**config.mk**
```make
export PLATFORM = sky130hd
export DESIGN_NAME = weighted_random_entry_picker_flat
export DESIGN_NICKNAME = d
export VERILOG_FILES = /design/src/wrep_pkg.sv /design/src/wrep_if.sv /design/src/weighted_random_entry_picker.sv /design/src/wrep_front.sv /design/src/wrep_mod.sv /design/src/wrep_back.sv /design/src/flat_wrapper.sv
export SDC_FILE = /design/constraint.sdc
export NUM_CORES = 2
export LEC_CHECK = 0
export ABC_CLOCK_PERIOD_IN_PS = 6200
export BUFFER_PORTS_ARGS = -buffer_cell sky130_fd_sc_hd__buf_4
export CAP_MARGIN = 20
export CORE_ASPECT_RATIO = 1.5
export CORE_MARGIN = 5
export CORE_UTILIZATION = 44
export CTS_CLUSTER_DIAMETER = 100
export DETAILED_ROUTE_END_ITERATION = 6
export PLACE_DENSITY_LB_ADDON = 0.2
export SETUP_SLACK_MARGIN = 0.02
export SYNTH_ARGS = -nofsm -noshare
export SYNTH_HDL_FRONTEND = slang
export SYNTH_SLANG_ARGS = --single-unit
```
**constraint.sdc**
```tcl
create_clock -name clk -period 6.2 [get_ports clk]
set_input_delay 0.31 -clock clk [delete_from_list [all_inputs] [get_ports clk]]
set_output_delay 0.31 -clock clk [all_outputs]
set_load 0.03 [all_outputs]
```
**src/wrep_pkg.sv**
```systemverilog
// Shared types and constants of the weighted random entry picker.
package wrep_pkg;

	localparam int MOVE_W          = 16;
	localparam int SCORE_IN_W      = 16;
	localparam int SCORE_W         = 15;
	localparam int RND_W           = 32;
	localparam int MAX_ENTRIES_DEF = 64;

	typedef struct packed {
		logic [MOVE_W-1:0]  move_code;
		logic [SCORE_W-1:0] score;
		logic               keep;
		logic               last;
		logic [RND_W-1:0]   random_value;
	} cand_t;

endpackage

```
**src/wrep_if.sv**
```systemverilog
// Stream interfaces for candidate beats and result beats.
interface wrep_in_if;
	import wrep_pkg::*;
	logic                   valid;
	logic                   ready;
	logic [MOVE_W-1:0]      move_code;
	logic signed [SCORE_IN_W-1:0] score;
	logic                   valid_mark;
	logic                   last;
	logic [RND_W-1:0]       random_value;

	modport source (output valid, move_code, score, valid_mark, last, random_value,
		input ready);
	modport sink (input valid, move_code, score, valid_mark, last, random_value,
		output ready);
endinterface

interface wrep_out_if;
	import wrep_pkg::*;
	logic              valid;
	logic              ready;
	logic              found;
	logic [MOVE_W-1:0] chosen_move;
	logic              overflowed;

	modport source (output valid, found, chosen_move, overflowed, input ready);
	modport sink (input valid, found, chosen_move, overflowed, output ready);
endinterface

```
**src/weighted_random_entry_picker.sv**
```systemverilog
// Top level of the weighted random entry picker.
//
//   channel  dir  beat                                                 when
//   cfg      in   pick_mode                                            cfg_we high
//   in_ch    in   move_code, score, valid_mark, last, random_value     valid && ready
//   out_ch   out  found, chosen_move, overflowed                       valid && ready
//
// The back end takes a candidate beat whenever it is idle; a two-deep queue parts front and back.
// A last beat reaches the result register through the total state, the divider start, the
// 32 remainder steps in the divider, then one memory read and one compare per entry
// scanned up to the pick. An empty set skips the divider and the scan.
// Reset clears the set, the queue and the output valid flag; the entry memory is not cleared.
// A waiting result beat stalls the back end only when the next result is ready.
module weighted_random_entry_picker import wrep_pkg::*; #(
	parameter int MAX_ENTRIES = MAX_ENTRIES_DEF
) (
	input  logic        clk,
	input  logic        arst_n,
	input  logic        cfg_we,
	input  logic        cfg_wdata,
	wrep_in_if.sink     in_ch,
	wrep_out_if.source  out_ch
);

	localparam int CNT_W = $clog2(MAX_ENTRIES + 1);
	localparam int TOT_W = SCORE_W + CNT_W;

	logic             mode_q;
	logic             q_valid;
	logic             q_pop;
	cand_t            q_data;
	logic             div_start;
	logic [RND_W-1:0] div_dividend;
	logic [TOT_W-1:0] div_divisor;
	logic             div_done;
	logic [TOT_W-1:0] div_rem;

	always_ff @(posedge clk or negedge arst_n) begin
		if (!arst_n) begin
			mode_q <= 1'b0;
		end else if (cfg_we) begin
			mode_q <= cfg_wdata;
		end
	end

	wrep_front u_front (
		.clk     (clk),
		.arst_n  (arst_n),
		.in_ch   (in_ch),
		.q_valid (q_valid),
		.q_pop   (q_pop),
		.q_data  (q_data)
	);

	wrep_mod #(
		.TOT_W (TOT_W)
	) u_mod (
		.clk       (clk),
		.arst_n    (arst_n),
		.start     (div_start),
		.dividend  (div_dividend),
		.divisor   (div_divisor),
		.done      (div_done),
		.remainder (div_rem)
	);

	wrep_back #(
		.MAX_ENTRIES (MAX_ENTRIES),
		.CNT_W       (CNT_W),
		.TOT_W       (TOT_W)
	) u_back (
		.clk          (clk),
		.arst_n       (arst_n),
		.pick_mode    (mode_q),
		.q_valid      (q_valid),
		.q_pop        (q_pop),
		.q_data       (q_data),
		.div_start    (div_start),
		.div_dividend (div_dividend),
		.div_divisor  (div_divisor),
		.div_done     (div_done),
		.div_rem      (div_rem),
		.out_ch       (out_ch)
	);

endmodule

```
**src/wrep_front.sv**
```systemverilog
// Front end: accept candidate beats, classify them, queue them for the back end.
module wrep_front import wrep_pkg::*; (
	input  logic    clk,
	input  logic    arst_n,
	wrep_in_if.sink in_ch,
	output logic    q_valid,
	input  logic    q_pop,
	output cand_t   q_data
);

	cand_t       slot_q [2];
	logic        wr_ptr_q;
	logic        rd_ptr_q;
	logic [1:0]  fill_q;
	logic        push;
	cand_t       cand;

	assign in_ch.ready = (fill_q != 2'd2);
	assign push        = in_ch.valid && in_ch.ready;
	assign q_valid     = (fill_q != 2'd0);
	assign q_data      = slot_q[rd_ptr_q];

	always_comb begin
		cand.move_code    = in_ch.move_code;
		cand.score        = in_ch.score[SCORE_W-1:0];
		cand.keep         = in_ch.valid_mark && !in_ch.score[SCORE_IN_W-1]
			&& (in_ch.score != '0);
		cand.last         = in_ch.last;
		cand.random_value = in_ch.random_value;
	end

	always_ff @(posedge clk) begin
		if (push) begin
			slot_q[wr_ptr_q] <= cand;
		end
	end

	always_ff @(posedge clk or negedge arst_n) begin
		if (!arst_n) begin
			wr_ptr_q <= 1'b0;
			rd_ptr_q <= 1'b0;
			fill_q   <= 2'd0;
		end else begin
			if (push) begin
				wr_ptr_q <= ~wr_ptr_q;
			end
			if (q_pop) begin
				rd_ptr_q <= ~rd_ptr_q;
			end
			unique case ({push, q_pop})
				2'b10:   fill_q <= fill_q + 2'd1;
				2'b01:   fill_q <= fill_q - 2'd1;
				default: fill_q <= fill_q;
			endcase
		end
	end

endmodule

```
**src/wrep_mod.sv**
```systemverilog
// Iterative restoring remainder unit, one dividend bit per cycle.
module wrep_mod import wrep_pkg::*; #(
	parameter int TOT_W = 21
) (
	input  logic             clk,
	input  logic             arst_n,
	input  logic             start,
	input  logic [RND_W-1:0] dividend,
	input  logic [TOT_W-1:0] divisor,
	output logic             done,
	output logic [TOT_W-1:0] remainder
);

	localparam int STEP_W = $clog2(RND_W);

	logic              busy_q;
	logic              done_q;
	logic [STEP_W-1:0] step_q;
	logic [RND_W-1:0]  dvd_q;
	logic [TOT_W-1:0]  rem_q;
	logic [TOT_W-1:0]  dsr_q;
	logic [TOT_W:0]    trial;
	logic              fits;

	assign trial     = {rem_q, dvd_q[RND_W-1]};
	assign fits      = (trial >= {1'b0, dsr_q});
	assign done      = done_q;
	assign remainder = rem_q;

	always_ff @(posedge clk) begin
		if (start) begin
			dvd_q <= dividend;
			dsr_q <= divisor;
			rem_q <= '0;
		end else if (busy_q) begin
			dvd_q <= {dvd_q[RND_W-2:0], 1'b0};
			rem_q <= fits ? TOT_W'(trial - {1'b0, dsr_q}) : trial[TOT_W-1:0];
		end
	end

	always_ff @(posedge clk or negedge arst_n) begin
		if (!arst_n) begin
			busy_q <= 1'b0;
			done_q <= 1'b0;
			step_q <= '0;
		end else begin
			done_q <= busy_q && !start && (step_q == STEP_W'(RND_W - 1));
			if (start) begin
				busy_q <= 1'b1;
				step_q <= '0;
			end else if (busy_q) begin
				step_q <= step_q + STEP_W'(1);
				if (step_q == STEP_W'(RND_W - 1)) begin
					busy_q <= 1'b0;
				end
			end
		end
	end

endmodule

```
**src/wrep_back.sv**
```systemverilog
// Back end: store kept entries, run the pick on the last beat, hold the result beat.
module wrep_back import wrep_pkg::*; #(
	parameter int MAX_ENTRIES = MAX_ENTRIES_DEF,
	parameter int CNT_W       = $clog2(MAX_ENTRIES + 1),
	parameter int TOT_W       = SCORE_W + CNT_W
) (
	input  logic              clk,
	input  logic              arst_n,
	input  logic              pick_mode,
	input  logic              q_valid,
	output logic              q_pop,
	input  cand_t             q_data,
	output logic              div_start,
	output logic [RND_W-1:0]  div_dividend,
	output logic [TOT_W-1:0]  div_divisor,
	input  logic              div_done,
	input  logic [TOT_W-1:0]  div_rem,
	wrep_out_if.source        out_ch
);

	localparam int IDX_W = (MAX_ENTRIES > 1) ? $clog2(MAX_ENTRIES) : 1;

	localparam logic [2:0] B_IDLE  = 3'd0;
	localparam logic [2:0] B_TOT   = 3'd1;
	localparam logic [2:0] B_START = 3'd2;
	localparam logic [2:0] B_DIV   = 3'd3;
	localparam logic [2:0] B_RD    = 3'd4;
	localparam logic [2:0] B_CMP   = 3'd5;
	localparam logic [2:0] B_OUT   = 3'd6;

	logic [MOVE_W+SCORE_W-1:0] mem [MAX_ENTRIES];
	logic [MOVE_W+SCORE_W-1:0] rd_q;

	logic [2:0]         state_q;
	logic [CNT_W-1:0]   cnt_q;
	logic [TOT_W-1:0]   total_q;
	logic [SCORE_W-1:0] top_q;
	logic [CNT_W-1:0]   tcnt_q;
	logic               drop_q;
	logic [RND_W-1:0]   rnd_q;
	logic [TOT_W-1:0]   tot_q;
	logic [TOT_W-1:0]   pick_q;
	logic [TOT_W-1:0]   run_q;
	logic [IDX_W-1:0]   idx_q;
	logic               found_q;
	logic [MOVE_W-1:0]  move_q;

	logic               out_v_q;
	logic               out_found_q;
	logic [MOVE_W-1:0]  out_move_q;
	logic               out_ovf_q;

	logic               take;
	logic               room;
	logic               wr_en;
	logic [SCORE_W-1:0] rd_score;
	logic [MOVE_W-1:0]  rd_move;
	logic               use_entry;
	logic [TOT_W-1:0]   run_nx;
	logic               out_load;

	assign q_pop        = (state_q == B_IDLE) && q_valid;
	assign take         = q_pop;
	assign room         = (cnt_q != CNT_W'(MAX_ENTRIES));
	assign wr_en        = take && q_data.keep && room;
	assign div_start    = (state_q == B_START);
	assign div_dividend = rnd_q;
	assign div_divisor  = tot_q;
	assign rd_move      = rd_q[MOVE_W+SCORE_W-1:SCORE_W];
	assign rd_score     = rd_q[SCORE_W-1:0];
	assign use_entry    = !pick_mode || (rd_score == top_q);
	assign run_nx       = run_q + (use_entry ? TOT_W'(rd_score) : '0);
	assign out_load     = (state_q == B_OUT) && (!out_v_q || out_ch.ready);

	assign out_ch.valid       = out_v_q;
	assign out_ch.found       = out_found_q;
	assign out_ch.chosen_move = out_move_q;
	assign out_ch.overflowed  = out_ovf_q;

	always_ff @(posedge clk) begin
		if (wr_en) begin
			mem[cnt_q[IDX_W-1:0]] <= {q_data.move_code, q_data.score};
		end
		rd_q <= mem[idx_q];
	end

	always_ff @(posedge clk) begin
		if (take && q_data.last) begin
			rnd_q <= q_data.random_value;
		end
		if (state_q == B_TOT) begin
			tot_q <= pick_mode ? TOT_W'(top_q) * TOT_W'(tcnt_q) : total_q;
		end
		if (state_q == B_DIV && div_done) begin
			pick_q <= div_rem;
		end
		if (out_load) begin
			out_found_q <= found_q;
			out_move_q  <= found_q ? move_q : '0;
			out_ovf_q   <= drop_q;
		end
	end

	always_ff @(posedge clk or negedge arst_n) begin
		if (!arst_n) begin
			state_q <= B_IDLE;
			cnt_q   <= '0;
			total_q <= '0;
			top_q   <= '0;
			tcnt_q  <= '0;
			drop_q  <= 1'b0;
			run_q   <= '0;
			idx_q   <= '0;
			found_q <= 1'b0;
			move_q  <= '0;
			out_v_q <= 1'b0;
		end else begin
			if (out_load) begin
				out_v_q <= 1'b1;
			end else if (out_ch.ready) begin
				out_v_q <= 1'b0;
			end
			unique case (state_q)
				B_IDLE: begin
					if (take) begin
						if (q_data.keep) begin
							if (!room) begin
								drop_q <= 1'b1;
							end else begin
								cnt_q   <= cnt_q + CNT_W'(1);
								total_q <= total_q + TOT_W'(q_data.score);
								if (q_data.score > top_q) begin
									top_q  <= q_data.score;
									tcnt_q <= CNT_W'(1);
								end else if (q_data.score == top_q) begin
									tcnt_q <= tcnt_q + CNT_W'(1);
								end
							end
						end
						if (q_data.last) begin
							state_q <= B_TOT;
						end
					end
				end
				B_TOT: begin
					found_q <= 1'b0;
					run_q   <= '0;
					idx_q   <= '0;
					state_q <= (cnt_q == '0) ? B_OUT : B_START;
				end
				B_START: begin
					state_q <= B_DIV;
				end
				B_DIV: begin
					if (div_done) begin
						state_q <= B_RD;
					end
				end
				B_RD: begin
					state_q <= B_CMP;
				end
				B_CMP: begin
					run_q <= run_nx;
					if (use_entry && (run_nx > pick_q)) begin
						found_q <= 1'b1;
						move_q  <= rd_move;
						state_q <= B_OUT;
					end else if ((CNT_W'(idx_q) + CNT_W'(1)) == cnt_q) begin
						state_q <= B_OUT;
					end else begin
						idx_q   <= idx_q + IDX_W'(1);
						state_q <= B_RD;
					end
				end
				B_OUT: begin
					if (out_load) begin
						cnt_q   <= '0;
						total_q <= '0;
						top_q   <= '0;
						tcnt_q  <= '0;
						drop_q  <= 1'b0;
						state_q <= B_IDLE;
					end
				end
				default: begin
					state_q <= B_IDLE;
				end
			endcase
		end
	end

endmodule

```
**src/flat_wrapper.sv**
```systemverilog
// flat-port wrapper written by rule: the top's interface ports become plain ports
module weighted_random_entry_picker_flat import wrep_pkg::*;
#(
	parameter int MAX_ENTRIES = MAX_ENTRIES_DEF
)
  (clk, arst_n, cfg_we, cfg_wdata, in_ch_valid, in_ch_move_code, in_ch_score, in_ch_valid_mark, in_ch_last, in_ch_random_value, in_ch_ready, out_ch_valid, out_ch_found, out_ch_chosen_move, out_ch_overflowed, out_ch_ready);
  wrep_in_if in_ch_i ();
  wrep_out_if out_ch_i ();
  input  logic clk;
  input  logic arst_n;
  input  logic cfg_we;
  input  logic cfg_wdata;
  input wire logic [$bits(in_ch_i.valid)-1:0] in_ch_valid;
  input wire logic [$bits(in_ch_i.move_code)-1:0] in_ch_move_code;
  input wire logic [$bits(in_ch_i.score)-1:0] in_ch_score;
  input wire logic [$bits(in_ch_i.valid_mark)-1:0] in_ch_valid_mark;
  input wire logic [$bits(in_ch_i.last)-1:0] in_ch_last;
  input wire logic [$bits(in_ch_i.random_value)-1:0] in_ch_random_value;
  output wire logic [$bits(in_ch_i.ready)-1:0] in_ch_ready;
  output wire logic [$bits(out_ch_i.valid)-1:0] out_ch_valid;
  output wire logic [$bits(out_ch_i.found)-1:0] out_ch_found;
  output wire logic [$bits(out_ch_i.chosen_move)-1:0] out_ch_chosen_move;
  output wire logic [$bits(out_ch_i.overflowed)-1:0] out_ch_overflowed;
  input wire logic [$bits(out_ch_i.ready)-1:0] out_ch_ready;
  assign in_ch_i.valid = in_ch_valid;
  assign in_ch_i.move_code = in_ch_move_code;
  assign in_ch_i.score = in_ch_score;
  assign in_ch_i.valid_mark = in_ch_valid_mark;
  assign in_ch_i.last = in_ch_last;
  assign in_ch_i.random_value = in_ch_random_value;
  assign in_ch_ready = in_ch_i.ready;
  assign out_ch_valid = out_ch_i.valid;
  assign out_ch_found = out_ch_i.found;
  assign out_ch_chosen_move = out_ch_i.chosen_move;
  assign out_ch_overflowed = out_ch_i.overflowed;
  assign out_ch_i.ready = out_ch_ready;
  weighted_random_entry_picker #(.MAX_ENTRIES(MAX_ENTRIES)) u_core (.clk(clk), .arst_n(arst_n), .cfg_we(cfg_we), .cfg_wdata(cfg_wdata), .in_ch(in_ch_i), .out_ch(out_ch_i));
endmodule
```
# Word level (Yosys, flattened, before mapping)
# Memory sizes are Yosys's and may differ from the RTL's. A register that Yosys moved wholly into a read port is not among the register bits.
# Index checks and enable logic that the tools add are counted.
# totals
in_bits	72
output_inout_bits	20
elab_cells	164
ff_bits	283
mem_bits_rw	2114
n_memories	2
# classes
n_mul	1
eq_ne	26
bitwise_logic	2
add_sub_neg	10
muxes	58
n_reduce_logical	35
order_cmp	3
# memory_table
name	words	width	read_ports	rd_clocked_by_memory_dff	wr	line_no	rtl
u_core.u_back.mem	64	31	1	1	1	wrep_back.sv:31	logic [MOVE_W+SCORE_W-1:0] mem [MAX_ENTRIES];
u_core.u_front.slot_q	2	65	1	0	1	wrep_front.sv:11	cand_t slot_q [2];
# op_table
op	n
$mux W22	6
$mux W15	6
$pmux W22 S2	2
$mux W32	2
$mux W7	9
$add A22 B15 Y22	2
$eq A15 B15 Y1	2
$pmux W15 S2	1
$pmux W7 S2	2
$ge A23 B22 Y1	1
$gt A22 B22 Y1	1
$mul A15 B7 Y22	1
$sub A22 B22 Y22	1
$pmux W3 S7	1
$ne A2 B2 Y1 const B	10
$reduce_bool A16 Y1	1
$gt A15 B15 Y1	1
$mux W3	5
$add A7 B1 Y7 const B	2
$mux W1	14
$logic_and A1 B1 Y1	12
$mux W6	2
$pmux W6 S2	1
$reduce_and A6 Y1	2
29 further kinds	48

# Logic depth before layout (Yosys ltp)
# logic_depth
depth_word	8
depth_mapped	26
depth_no_buf	23

# By module
# Synthesis repeated with hierarchy kept, for this count alone.
# hier_totals
hier_cells	4872
area_unflattened_um2	99101.3
# modules_own_cells
mod	area_each_um2	seq_area_each_um2	cells_per_inst	instances
wrep_back	89564.6	65547.9	4246	1
wrep_front	5078.6	4003.8	224	1
wrep_mod	4418.0	2237.1	400	1
weighted_random_entry_picker	40.0	25.0	2	1

# Worst setup path after synthesis
# OpenSTA, ideal clock, no wires.
# synth_timing
kind	reg2reg
start	register u_core.u_back.top_q[10]
end	register u_core.u_back.idx_q[5]
path_buffers	2
synth_period_minus_slack_ns	5.248
required_ns	6.078
stages_incl_launch_ff	26
setup_ns	0.122
arrival_time_ns	5.126
slack_ns	0.952
path_cell_list	dfrtp_1 clkbuf_1 xor2_1 nor4_1 nand4_1 o31ai_2 and2_1 ha_1 fa_1 a211oi_1 o21a_1 o311a_1 o41ai_2 nand2_1 nor2_1 xor2_1 ha_1 nand4_1 nor2_1 a221oi_1 o21ai_0 a221oi_1 a21oi_2 buf_2 nand3b_1 a32o_1
# synth_between
elab_chain_len	8
# synth_rtl
element	line_no	rtl
start, declared	wrep_back.sv:37	logic [SCORE_W-1:0] top_q;
start signal, assigned	wrep_back.sv:133	top_q <= q_data.score;
$eq A15 B15 Y1 *	wrep_back.sv:71	assign use_entry = !pick_mode || (rd_score == top_q);
$logic_or A1 B1 Y1 *	wrep_back.sv:71	
$mux W15	wrep_back.sv:72	assign run_nx = run_q + (use_entry ? TOT_W'(rd_score) : '0);
$add A22 B15 Y22	wrep_back.sv:72	
$gt A22 B22 Y1	wrep_back.sv:164	if (use_entry && (run_nx > pick_q)) begin
$logic_and A1 B1 Y1 *	wrep_back.sv:164	
$ne A2 B2 Y1 (no source line) *	--	
$reduce_and A3 Y1 (no source line) *	--	
end signal, assigned	wrep_back.sv:171	idx_q <= idx_q + IDX_W'(1);
end, declared	wrep_back.sv:44	logic [IDX_W-1:0] idx_q;
# Mark *: on every way between the ends. The rest lies on a longest branch, timed or not.
# A chain may end at the register's enable or synchronous reset.

# Final worst setup path
# layout_timing
start	register u_core.u_back.top_q[10]
end	register u_core.u_back.idx_q[2]
# The elaborated chain is that of the path after synthesis.

==> results.txt <==
Status: finished clean
Slew of the pin with the lowest slew margin: 1090 ps
Layout Area Growth over Synthesis: 13.7%
Post-route ant nets: 0
Mapped Area: 98700 µm²
Worst Setup SP: u_core.u_back.top_q[10]
TritonCTS clock tree: yes
Global-route wire length before repair: 368000 µm
Reg2Reg Setup Slack: 510 ps
Initial antenna violation count: 11
Worst setup EP type: flip-flop
Post-synthesis sequential area ratio: 0.728
Largest net degree at the start of global routing: 86
WS Path Type: flip-flop to flip-flop
RSZ-0062 raised after global routing: no
Final std cells w/o fill: 8293
Final-report max-slew violation count: 0
Worst hold path type: input pin to async pin
Syn Nets: 5149
Worst Clk Skew: 78.0 ps
Vias per inst: 5.83
Pwr Density: 310 nW/µm²
Max_slew headroom: 0.273
Die area: 234000 µm²
Drt first pass iters: 7
Longest Clk Path Bufs: 4
Die X: 397 µm
Htree depth: 4
Final Cycle Share: 0.918
DRT iter0 DRCs: 4245
Total global routing overflow: 0
Power Internal: 27100 µW
Data arrival, critical path: 6480 ps
Met2 GRT Util: 0.405
Routed wire length per instance: 30.8 µm
Met1 usage: 0.271
Final WL: 255000 µm
Most frequent cells in the layout: edfxtp_1, mux4_2, nand2_1
Setup Viol. Count Final: 0
Number of port buffers: 91
Grt peak-use layer: met2
Vias in the first global route: 50685
Synth Register Bits: 2428
Clock-pin slew on the worst setup and hold paths: 70 ps
Yosys cell types: 77
GR Util All Layers: 0.218
Fin nets: 5474
Worst-Skew Late Latency: 890 ps
Placed cells: 7800
Post-CTS Repair Setup Buffers: 0
DR vias: 48326
CP required: 6980 ps
Sw frac: 0.220
# rows: 213
HPWL Detailed: 158000 µm
Leakage: 0.0378 µW
Number of synthesized flops with an enable pin: 2262
M3 GR Usage: 0.0229
Final worst slack: 506 ps
Gpl congestion: 0.852
Layout cells sized above 1: 0.268
Clock Sinks: 2428
Top_reg_cell synth: edfxtp_1
FF-to-FF Start: u_core.u_back.top_q[10]
Maximum vdd ir drop: 0.238 mV
Mean Syn Cell Area: 20.2 µm²
Starting Density: 0.441
Max frequency: 0.176 GHz
Die Y: 590 µm
Comb pwr share: 0.062
Overall power: 34800 µW
CTS resizes: 0
Num CTS Buffers: 223
Core ar.: 224000 µm²
CTS Root Buffer Type: clkbuf_16
Max-Cap Viols: 0
Sw Pwr: 7650 µW
CP Launch Type: flip-flop
DR DRC count: 0
Synth async-reset ratio: 0.0465
Fin Setup TNS: 0 ps
Cell count after synthesis: 4874
Setup WS pre-CTS: 462 ps
I/O Pins: 92
Clock power frac: 0.395
Flop pwr share: 0.543
Final Critical Period: 5690 ps
Final Hold Fails: 0
Crit Path Max Fanout: 14
Synthesis warning total: 0
Fill cell count: 17956
Commonest non-fill, non-tap cell in the layout: edfxtp_1
[synth_stat cells, types with 52 or more instances]
cell,n,area [µm²]
ha_1,136,1700
dfrtp_1,113,2830
dfxtp_1,53,1060
xnor2_1,72,631
a21oi_1,76,380
nand3_1,52,260
nor2_1,168,631
edfxtp_1,2262,67900
buf_2,56,280
clkbuf_1,121,454
inv_1,143,537
and2_1,66,413
mux2_2,96,1080
mux4_2,651,14700
fa_1,67,1340
o21ai_0,72,360
nand2_1,246,923
[layout make-up]
class / instances / area [µm²] / share of cell area
Sequential cell: 2428 / 71800 / 0.640
Multi-Input combinational cell: 2063 / 25800 / 0.230
Clock buffer: 278 / 5920 / 0.0528
Tap cell: 2902 / 3630 / 0.0324
Timing Repair Buffer: 340 / 3150 / 0.0281
Clock inverter: 130 / 1310 / 0.0117
Inverter: 143 / 537 / 0.00478
Antenna cell: 9 / 22.5 / 0.000201
[final timing paths]
check,depth (start not counted),to
max,24,u_core.u_back.idx_q[2]
min,2,u_core.u_back.total_q[13]
max reg2reg,24,u_core.u_back.idx_q[2]
min reg2reg,0,u_core.u_mod.dsr_q[20]
max in group asynchronous,3,u_core.u_back.idx_q[1]
min in group clk,2,u_core.u_front.slot_q[1][52]
[worst max-delay path, stage by stage (launching register included)]
cell and delay [ps]:
dfrtp_1 390, xor2_1 150, nor4_1 310, nand4_1 150
o31ai_2 270, buf_4 240, and2_1 140, ha_1 210
o21ai_1 120, o21a_1 230, o311a_1 380, o41ai_2 450
nand2_1 210, nor2_1 190, xor2_1 160, ha_1 260
nand4_1 100, nor2_1 60, a221oi_1 240, o21ai_0 150
a221oi_1 310, buf_4 170, a21oi_4 100, or3_1 430
o21ai_0 200
[power groups by stage]
stage | clock [µW] | sequential, µW | combinational, µW
6_report | 13700 | 18900 | 2140
5_1_grt | 14700 | 18900 | 2330
4_1_cts | 14000 | 18900 | 2170
3_5_place_dp | 0 | 19200 | 2120
3_3_place_gp | 0 | 19200 | 2050
2_1_floorplan | 0 | 19200 | 1180
[sequential cells by signal, indices dropped and copies added, names as in the netlist, 2 cells and up]
register	cells
u_core.u_mod.remainder	22
u_core.u_back.pick_q	22
u_core.u_back.top_q	15
u_core.u_back.run_q	22
u_core.u_back.tcnt_q	7
u_core.u_front.slot_q	130
u_core.u_back.state_q	3
u_core.u_back.mem	1984
u_core.u_back.div_divisor	22
u_core.u_front.fill_q	2
u_core.u_mod.step_q	5
u_core.u_back.idx_q	6
u_core.u_back.out_ch.chosen_move	16
u_core.u_back.move_q	16
u_core.u_mod.dvd_q	32
u_core.u_back.total_q	22
u_core.u_back.cnt_q	7
u_core.u_back.rd_q	31
u_core.u_back.div_dividend	32
u_core.u_mod.dsr_q	22
[repair_timing]
action / 4_1_cts / 5_1_grt
hold buffers: 71 / 0
hold endpoints to repair: 202 / 0
endpoints found under the setup margin: 0 / 0
[per-stage QoR]
step                area [µm²]  hold slack [ps]   util
floorplan                98700             14.4      -
global placement        104000              377  0.465
detailed placement      104000              385  0.465
CTS                     112000             31.1  0.501
global route            112000             63.6  0.501
finish                  112000             14.6  0.501
[logic make-up after synthesis]
| group | Yosys count | share of synthesized area |
|---|---|---|
| AOI/OAI and AO/OA | 308 | 0.0207 |
| xor gates and xnor gates | 111 | 0.00985 |
| adders and majority gates | 203 | 0.0308 |
| buffers and inverters | 383 | 0.0161 |
| DFF | 2428 | 0.728 |
| muxes | 790 | 0.164 |
| and+or+nand+nor | 651 | 0.0305 |
[layer usage]
| metal | wire length (µm) | vias up |
|---|---|---|
| li1 | - | 20342 |
| met1 | 97700 | 26262 |
| met2 | 139000 | 1366 |
| met3 | 11000 | 354 |
| met4 | 7430 | 2 |
| met5 | 13 | - |
No activity file was read; power rests on OpenSTA's default activity.
